--- src/heading_hold_motor_mix_assert.svh ---
// ----------------------------------------------------------------------------
// Heading hold motor mix assertion macros
// Shared assertion forms used by the heading hold mixer RTL.
// ----------------------------------------------------------------------------
`ifndef HEADING_HOLD_MOTOR_MIX_ASSERT_SVH
`define HEADING_HOLD_MOTOR_MIX_ASSERT_SVH

// Clocked check, ignored while reset is asserted.
`define HHMM_ASSERT_CLK(label, clk, rstn, prop, msg) \
    label: assert property (@(posedge clk) disable iff (!rstn) (prop)) else $error(msg);

// Clocked check that also holds during reset.
`define HHMM_ASSERT_ALWAYS(label, clk, prop, msg) \
    label: assert property (@(posedge clk) (prop)) else $error(msg);

`endif

--- src/hhmm_pkg.sv ---
// ----------------------------------------------------------------------------
// Heading hold motor mix package
// Item types, configuration and state structs, command codes and ladder points.
// ----------------------------------------------------------------------------
`default_nettype none

package hhmm_pkg;

    // command codes
    localparam logic [2:0] ACT_CAPTURE_FWD  = 3'd0;
    localparam logic [2:0] ACT_CAPTURE_BACK = 3'd1;
    localparam logic [2:0] ACT_HOLD         = 3'd2;
    localparam logic [2:0] ACT_VEER_LEFT    = 3'd3;
    localparam logic [2:0] ACT_VEER_RIGHT   = 3'd4;

    // heading wrap, 0.1 deg
    localparam logic signed [12:0] HALF_TURN = 13'sd1800;
    localparam logic signed [12:0] FULL_TURN = 13'sd3600;

    // error -> wanted rate ladder
    localparam logic signed [11:0] ERR_BIG   = 12'sd300;
    localparam logic signed [11:0] ERR_MID   = 12'sd50;
    localparam logic signed [11:0] ERR_SMALL = 12'sd10;
    localparam logic signed [11:0] RATE_BIG   = 12'sd300;
    localparam logic signed [11:0] RATE_MID   = 12'sd100;
    localparam logic signed [11:0] RATE_SMALL = 12'sd10;

    // rate difference -> correction step ladder
    localparam logic signed [17:0] DIFF_BIG   = 18'sd300;
    localparam logic signed [17:0] DIFF_MID   = 18'sd100;
    localparam logic signed [17:0] DIFF_SMALL = 18'sd1;
    localparam logic signed [5:0]  STEP_BIG   = 6'sd30;
    localparam logic signed [5:0]  STEP_MID   = 6'sd15;
    localparam logic signed [5:0]  STEP_SMALL = 6'sd1;

    // configuration register indexes and reset values
    localparam logic [1:0] REG_BASE_SPEED = 2'd0;
    localparam logic [1:0] REG_PWM_LIMIT  = 2'd1;
    localparam logic [1:0] REG_CORR_LIMIT = 2'd2;
    localparam logic [1:0] REG_VEER_RATE  = 2'd3;

    localparam logic [7:0]  BASE_SPEED_RST = 8'd180;
    localparam logic [7:0]  PWM_LIMIT_RST  = 8'd230;
    localparam logic [6:0]  CORR_LIMIT_RST = 7'd70;
    localparam logic [10:0] VEER_RATE_RST  = 11'd700;

    typedef struct packed {
        logic [2:0]         action;
        logic signed [11:0] heading;
        logic signed [15:0] yaw_rate;
    } in_item_t;

    typedef struct packed {
        logic [7:0]         left_pwm;
        logic [7:0]         right_pwm;
        logic signed [7:0]  correction;
        logic signed [11:0] heading_error;
    } out_item_t;

    typedef struct packed {
        logic [7:0]  base_speed;
        logic [7:0]  pwm_limit;
        logic [6:0]  correction_limit;
        logic [10:0] veer_rate;
    } cfg_t;

    typedef struct packed {
        logic signed [11:0] target_heading;
        logic               drive_sign;
        logic signed [7:0]  steer_correction;
    } steer_state_t;

endpackage

`default_nettype wire

--- src/heading_hold_motor_mix.sv ---
// ----------------------------------------------------------------------------
// Heading hold motor mix
// Heading-hold steering controller and two-wheel PWM mixer.
// ----------------------------------------------------------------------------
// Usage:
//   s_ channel: one item per control tick (command, heading, yaw rate).
//   m_ channel: one result item per input item (duties, correction, error).
//   cfg_we/cfg_index/cfg_wdata: register writes; the user makes them only while idle,
//   which the block itself does not enforce. An accepted item lands in the input
//   register, the steering update runs from it, and the result register loads
//   when it is free or being read. Throughput is one item per cycle while m_ready
//   stays high; the tracked state (target, drive sign, correction) is written in
//   the same cycle the result register loads, so the next item sees it right away.
//   When m_ready is low the result holds, the input register still fills, and
//   s_ready drops once both are occupied.
//   Reset (aresetn low, synchronous) clears both registers' valid flags, the
//   state to zero/forward, and loads the register defaults
//   (base 180, limit 230, correction limit 70, veer rate 700).
// ----------------------------------------------------------------------------
`default_nettype none

module heading_hold_motor_mix (
    input  wire                  aclk,
    input  wire                  aresetn,
    input  wire                  s_valid,
    output logic                 s_ready,
    input  var hhmm_pkg::in_item_t  s_data,
    output logic                 m_valid,
    input  wire                  m_ready,
    output hhmm_pkg::out_item_t  m_data,
    input  wire                  cfg_we,
    input  wire  [1:0]           cfg_index,
    input  wire  [10:0]          cfg_wdata
);

    `include "heading_hold_motor_mix_assert.svh"

    hhmm_pkg::cfg_t         cfg_reg;
    hhmm_pkg::steer_state_t state_reg;
    hhmm_pkg::steer_state_t state_next;
    hhmm_pkg::in_item_t     in_reg;
    logic                   in_valid_reg;
    hhmm_pkg::out_item_t    out_reg;
    hhmm_pkg::out_item_t    out_next;
    logic                   out_valid_reg;
    logic                   advance;

    assign advance = in_valid_reg && (!out_valid_reg || m_ready);
    assign s_ready = !in_valid_reg || advance;
    assign m_valid = out_valid_reg;
    assign m_data  = out_reg;

    always_ff @(posedge aclk) begin
        if (!aresetn) begin
            cfg_reg.base_speed       <= hhmm_pkg::BASE_SPEED_RST;
            cfg_reg.pwm_limit        <= hhmm_pkg::PWM_LIMIT_RST;
            cfg_reg.correction_limit <= hhmm_pkg::CORR_LIMIT_RST;
            cfg_reg.veer_rate        <= hhmm_pkg::VEER_RATE_RST;
        end else if (cfg_we) begin
            unique case (cfg_index)
                hhmm_pkg::REG_BASE_SPEED: cfg_reg.base_speed       <= cfg_wdata[7:0];
                hhmm_pkg::REG_PWM_LIMIT:  cfg_reg.pwm_limit        <= cfg_wdata[7:0];
                hhmm_pkg::REG_CORR_LIMIT: cfg_reg.correction_limit <= cfg_wdata[6:0];
                hhmm_pkg::REG_VEER_RATE:  cfg_reg.veer_rate        <= cfg_wdata;
                default: begin
                end
            endcase
        end
    end

    hhmm_steer u_steer (
        .item   (in_reg),
        .cfg    (cfg_reg),
        .cur    (state_reg),
        .nxt    (state_next),
        .result (out_next)
    );

    always_ff @(posedge aclk) begin
        if (!aresetn) begin
            in_valid_reg  <= 1'b0;
            out_valid_reg <= 1'b0;
            state_reg     <= '0;
        end else begin
            if (s_valid && s_ready) begin
                in_valid_reg <= 1'b1;
            end else if (advance) begin
                in_valid_reg <= 1'b0;
            end
            if (advance) begin
                out_valid_reg <= 1'b1;
                state_reg     <= state_next;
            end else if (m_ready) begin
                out_valid_reg <= 1'b0;
            end
        end
    end

    // payload registers
    always_ff @(posedge aclk) begin
        if (s_valid && s_ready) begin
            in_reg <= s_data;
        end
        if (advance) begin
            out_reg <= out_next;
        end
    end

    `HHMM_ASSERT_CLK(a_advance_loads_result, aclk, aresetn, advance |=> out_valid_reg, "advanced item missing from result register")
    `HHMM_ASSERT_CLK(a_stall_means_full, aclk, aresetn, !s_ready |-> (in_valid_reg && out_valid_reg), "input stalled with a free stage")
    `HHMM_ASSERT_CLK(a_capture_keeps_corr, aclk, aresetn, (advance && (in_reg.action == hhmm_pkg::ACT_CAPTURE_FWD || in_reg.action == hhmm_pkg::ACT_CAPTURE_BACK)) |=> (state_reg.steer_correction == $past(state_reg.steer_correction)), "capture changed correction")
    `HHMM_ASSERT_CLK(a_state_only_on_advance, aclk, aresetn, !$past(advance) |-> $stable(state_reg), "state changed without an item")

endmodule

`default_nettype wire

--- src/hhmm_steer.sv ---
// ----------------------------------------------------------------------------
// Heading hold steering update
// One tick of the controller: next state and the mixed wheel duties.
// ----------------------------------------------------------------------------
`default_nettype none

module hhmm_steer (
    input  var hhmm_pkg::in_item_t     item,
    input  var hhmm_pkg::cfg_t         cfg,
    input  var hhmm_pkg::steer_state_t cur,
    output hhmm_pkg::steer_state_t     nxt,
    output hhmm_pkg::out_item_t        result
);

    logic               do_step;
    logic signed [11:0] tgt;
    logic signed [12:0] diff;
    logic signed [12:0] err_wide;
    logic signed [11:0] err;
    logic signed [11:0] want;
    logic signed [11:0] veer;
    logic signed [17:0] rate_diff;
    logic signed [5:0]  step;
    logic signed [8:0]  corr_sum;
    logic signed [8:0]  lim;
    logic signed [8:0]  corr_clamp;
    logic signed [8:0]  signed_corr;
    logic signed [9:0]  left_mix;
    logic signed [9:0]  right_mix;
    logic signed [9:0]  duty_max;

    // command decode: capture, then hold/veer step
    always_comb begin
        nxt     = cur;
        do_step = 1'b0;
        veer    = $signed({1'b0, cfg.veer_rate});
        unique case (item.action)
            hhmm_pkg::ACT_CAPTURE_FWD: begin
                nxt.target_heading = item.heading;
                nxt.drive_sign     = 1'b0;
            end
            hhmm_pkg::ACT_CAPTURE_BACK: begin
                nxt.target_heading = item.heading;
                nxt.drive_sign     = 1'b1;
            end
            hhmm_pkg::ACT_HOLD,
            hhmm_pkg::ACT_VEER_LEFT,
            hhmm_pkg::ACT_VEER_RIGHT: begin
                do_step = 1'b1;
            end
            default: begin
                do_step = 1'b0;
            end
        endcase
        if (do_step) begin
            nxt.steer_correction = corr_clamp[7:0];
        end
    end

    // error against the target after this tick; capture takes the new heading
    always_comb begin
        if (item.action == hhmm_pkg::ACT_CAPTURE_FWD ||
            item.action == hhmm_pkg::ACT_CAPTURE_BACK) begin
            tgt = item.heading;
        end else begin
            tgt = cur.target_heading;
        end
        diff = 13'(tgt) - 13'(item.heading);
        if (diff > hhmm_pkg::HALF_TURN) begin
            err_wide = diff - hhmm_pkg::FULL_TURN;
        end else if (diff < -hhmm_pkg::HALF_TURN) begin
            err_wide = diff + hhmm_pkg::FULL_TURN;
        end else begin
            err_wide = diff;
        end
        err = err_wide[11:0];
    end

    // wanted turn rate
    always_comb begin
        if (item.action == hhmm_pkg::ACT_VEER_LEFT) begin
            want = veer;
        end else if (item.action == hhmm_pkg::ACT_VEER_RIGHT) begin
            want = -veer;
        end else if (err > hhmm_pkg::ERR_BIG) begin
            want = hhmm_pkg::RATE_BIG;
        end else if (err > hhmm_pkg::ERR_MID) begin
            want = hhmm_pkg::RATE_MID;
        end else if (err > hhmm_pkg::ERR_SMALL) begin
            want = hhmm_pkg::RATE_SMALL;
        end else if (err > -hhmm_pkg::ERR_SMALL) begin
            want = '0;
        end else if (err > -hhmm_pkg::ERR_MID) begin
            want = -hhmm_pkg::RATE_SMALL;
        end else if (err > -hhmm_pkg::ERR_BIG) begin
            want = -hhmm_pkg::RATE_MID;
        end else begin
            want = -hhmm_pkg::RATE_BIG;
        end
    end

    // correction step and clamp
    always_comb begin
        rate_diff = 18'(want) - 18'(item.yaw_rate);
        if (rate_diff > hhmm_pkg::DIFF_BIG) begin
            step = hhmm_pkg::STEP_BIG;
        end else if (rate_diff > hhmm_pkg::DIFF_MID) begin
            step = hhmm_pkg::STEP_MID;
        end else if (rate_diff > hhmm_pkg::DIFF_SMALL) begin
            step = hhmm_pkg::STEP_SMALL;
        end else if (rate_diff > -hhmm_pkg::DIFF_SMALL) begin
            step = '0;
        end else if (rate_diff > -hhmm_pkg::DIFF_MID) begin
            step = -hhmm_pkg::STEP_SMALL;
        end else if (rate_diff > -hhmm_pkg::DIFF_BIG) begin
            step = -hhmm_pkg::STEP_MID;
        end else begin
            step = -hhmm_pkg::STEP_BIG;
        end
        corr_sum = 9'(cur.steer_correction) + 9'(step);
        lim      = $signed({2'b00, cfg.correction_limit});
        if (corr_sum > lim) begin
            corr_clamp = lim;
        end else if (corr_sum < -lim) begin
            corr_clamp = -lim;
        end else begin
            corr_clamp = corr_sum;
        end
    end

    // wheel mix: correction flips with drive direction
    always_comb begin
        signed_corr = nxt.drive_sign ? -9'(nxt.steer_correction)
                                     : 9'(nxt.steer_correction);
        left_mix  = $signed({2'b00, cfg.base_speed}) - 10'(signed_corr);
        right_mix = $signed({2'b00, cfg.base_speed}) + 10'(signed_corr);
        duty_max  = $signed({2'b00, cfg.pwm_limit});

        if (left_mix < 10'sd0) begin
            result.left_pwm = '0;
        end else if (left_mix > duty_max) begin
            result.left_pwm = cfg.pwm_limit;
        end else begin
            result.left_pwm = left_mix[7:0];
        end
        if (right_mix < 10'sd0) begin
            result.right_pwm = '0;
        end else if (right_mix > duty_max) begin
            result.right_pwm = cfg.pwm_limit;
        end else begin
            result.right_pwm = right_mix[7:0];
        end
        result.correction    = nxt.steer_correction;
        result.heading_error = err;
    end

endmodule

`default_nettype wire

--- config.mk ---
export PLATFORM = sky130hd
export DESIGN_NAME = heading_hold_motor_mix
export DESIGN_NICKNAME = d
export VERILOG_FILES = /design/src/hhmm_pkg.sv /design/src/heading_hold_motor_mix.sv /design/src/hhmm_steer.sv
export VERILOG_INCLUDE_DIRS = /design/src /design/src/src
export SDC_FILE = /design/constraint.sdc
export NUM_CORES = 1
export LEC_CHECK = 0
export ABC_AREA = 1
export BUFFER_PORTS_ARGS = -buffer_cell sky130_fd_sc_hd__buf_2
export CORE_UTILIZATION = 56
export CTS_CLUSTER_SIZE = 30
export DETAILED_ROUTE_END_ITERATION = 10
export PLACE_DENSITY = 0.77
export SYNTH_ARGS = -nofsm -noshare
export SYNTH_HDL_FRONTEND = slang
export SYNTH_SLANG_ARGS = --single-unit
--- constraint.sdc ---
create_clock -name aclk -period 11.3 [get_ports aclk]
set_input_delay 1.13 -clock aclk [delete_from_list [all_inputs] [get_ports aclk]]
set_output_delay 1.13 -clock aclk [all_outputs]
set_load 0.02 [all_outputs]
==> results.json <==
{
  "hpwl_um": 21100,
  "final_util_pct": 86.4,
  "largest_reg_flops": 36,
  "place_area_sq_um": 12500,
  "clock.fmax_mhz": 79.5,
  "start_util_pct": 58.2,
  "setup_viol": 16,
  "root_buffer": "clkbuf_16",
  "area_delta_synth_final_pct": 48.6,
  "p_leak_nw": 7.45,
  "multi_input_area_sq_um": 7480,
  "cp_slowest_cell": "edfxtp_1",
  "hold_class": "flip-flop to flip-flop",
  "worstPathRequired_ns": 11.48,
  "cp-start-kind": "flip-flop",
  "overflow": 0,
  "place_congestion": 0.976,
  "grt_max_degree": 50,
  "fin_ws_ns": -1.29,
  "std_cell_rows": 48,
  "reg2reg_slack_ns": -1.29,
  "fillers": 877,
  "rsz0062_at_grt": "yes",
  "dieArea_sq_um": 18800,
  "grt_pass1_wl_um": 53300,
  "insertion_delay_ns": 0.43,
  "cts_tree": "built",
  "die_h_um": 137,
  "yosys_warnings": 0,
  "clk_pin_slew_worst_paths_ns": 0.07,
  "yosysMostFrequentCell": "nand2_1",
  "register_area_sq_um": 3150,
  "grt_antenna_before_repair": 0,
  "num_io_pins": 87,
  "fin_skew_ns": 0.0107,
  "tightest_slew_ns": 1.22,
  "relSlewSlack_pct": 17.5,
  "synthDistinctLibCells": 58,
  "num_vias": 12200,
  "synth_top_area_share_pct": 19.7,
  "numClockSinks": 124,
  "peakVddDrop_mv": 0.339,
  "final_hold_viol_count": 0,
  "synth_area_leaders": "edfxtp_1 20%, nand2_1 12%, ha_1 11%",
  "period_needed_ns": 12.59,
  "grt_usage_pct": 36.5,
  "core_sq_um": 17500,
  "synthArstFlopShare_pct": 0,
  "maxSlewViolCount": 0,
  "synth_seq_area_share_pct": 30.9,
  "htree_levels": 4,
  "drt_iter0_markers": 1363,
  "worstSetupEndpointType": "flip-flop",
  "netlist_area_sq_um": 10200,
  "post-route-drc-count": 0,
  "p_per_area_nw_per_um2": 314,
  "status": "finished with violations",
  "io_buffers": 86,
  "synthCells": 1413,
  "drt-wirelength-per-cell_um": 19.1,
  "min_period_over_period_pct": 111,
  "synth_largest_area_cell": "edfxtp_1",
  "yosys_most_used_dff": "edfxtp_1",
  "synth_top_cells_by_count": "314 x nand2_1, 241 x inv_1, 97 x nand3_1",
  "crit_arrival_ns": 12.77,
  "max_stage_delay_ns": 0.48,
  "drtAntennaViolNets": 0,
  "first_global_vias": 11300,
  "holdBufCountCts": 0,
  "drive_gt1_share_pct": 42.1,
  "cp_common_cell": "nand2_2",
  "synth_seq_cells": 124,
  "nets": 1935,
  "cp_max_fo": 8,
  "dr.pass1.iters": 8,
  "cts_buffer_depth": 2,
  "wirelength_um": 38700,
  "cts_buffers": 17,
  "avgSynthCellArea_sq_um": 7.22,
  "violations": "negative setup slack",
  "max_cap_violations": 0,
  "crit_type": "flip-flop to flip-flop",
  "die_w_um": 137,
  "routed_via_density": 6.00,
  "synth_edf_count": 67,
  "diodes": 0,
  "fin_area_sq_um": 15200,
  "syn-num-nets": 1559
}
==> power by group <==
part | switching (mW) | internal, mW | leakage [nW]
registers | 0.0262 | 0.579 | 1.11
logic | 2.04 | 1.54 | 6.04
clock network | 0.238 | 0.341 | 0.305
total | 2.30 | 2.46 | 7.45
==> cell usage in the layout, fill, tap and decap left out, drive strengths merged, types with 9 or more instances in the layout <==
cell type,synthesis,routed
o21ai,83,83
or2,13,13
nand3,106,108
inv,251,259
a21oi,97,97
nand4,19,19
o211ai,13,13
dfxtp,57,57
xor2,44,44
nor3,24,24
nand2,351,354
edfxtp,67,67
o21bai,9,9
nor2,108,108
clkbuf,12,20
buf,7,370
ha,92,92
a211oi,13,13
==> cells by family (layout without fill, tap and decap cells) <==
family                     after synthesis  after routing  synth area share, %
AOI/OAI and AO/OA                      242            242                 13.9
xor gates and xnor gates                50             50                 4.29
adders and majority gates               97             97                 12.3
buffers and inverters                  273            657                 10.4
DFF                                    124            124                 30.9
and+or+nand+nor                        627            632                 28.1
==> area by class of cell <==
type | count | share of cell area [%]
Clock buffer | 20 | 3.23
Clock inverter | 12 | 0.792
Inverter | 254 | 6.36
Multi-Input combinational cell | 1021 | 49.3
Sequential cell | 124 | 20.8
Tap cell | 225 | 1.86
Timing Repair Buffer | 371 | 17.6
==> worst max-delay path: cells and delay by family (launching register included) <==
family,cells,cell delay [ns]
AO/OA/AOI/OAI,21,3.29
XOR/XNOR,3,0.60
adder cells (fa/ha/maj),9,2.44
buffers and inverters,11,1.08
flip-flops,1,0.48
AND/OR/NAND/NOR,40,4.42
==> final timing paths <==
kind	startpoint	endpoint	cells past startpoint
worst min register to register	state_reg[20]	state_reg[20]	2
worst max register to register	in_reg[30]	m_data[34]	84
worst min-delay path	state_reg[20]	state_reg[20]	2
worst max-delay path	in_reg[30]	m_data[34]	84
==> repair_timing <==
item	4_1_cts	5_1_grt
buffers inserted	49	21
pin swaps	128	146
setup endpoints to repair	16	16
gates cloned	7	0
gates resized for setup	201	154
==> metal layers <==
| layer | vias to the layer above | routed length [um] | global-route usage, % |
|---|---|---|---|
| li1 | 5393 | - | - |
| met1 | 5546 | 13600 | 42.3 |
| met2 | 916 | 18700 | 64.2 |
| met3 | 300 | 3760 | 6.48 |
| met4 | 0 | 2720 | 18.3 |
| met5 | - | 0 | 0 |
==> per-stage QoR <==
stage / std cells / worst slack (ns) / hold WS [ns] / power (mW) / setup TNS (ns)
4_1_cts: 2006 / -0.256 / 0.460 / 4.02 / -3.58
6_report: 2027 / -1.29 / 0.461 / 4.76 / -19.10
3_3_place_gp: 1918 / -0.589 / 0.448 / 2.92 / -7.36
2_1_floorplan: 1413 / 0.00461 / 0.435 / 2.07 / 0
5_1_grt: 2027 / -1.73 / 0.476 / 4.99 / -26.75
3_5_place_dp: 1918 / -0.990 / 0.446 / 3.00 / -14.83
Power figures use the tool's default switching activity.
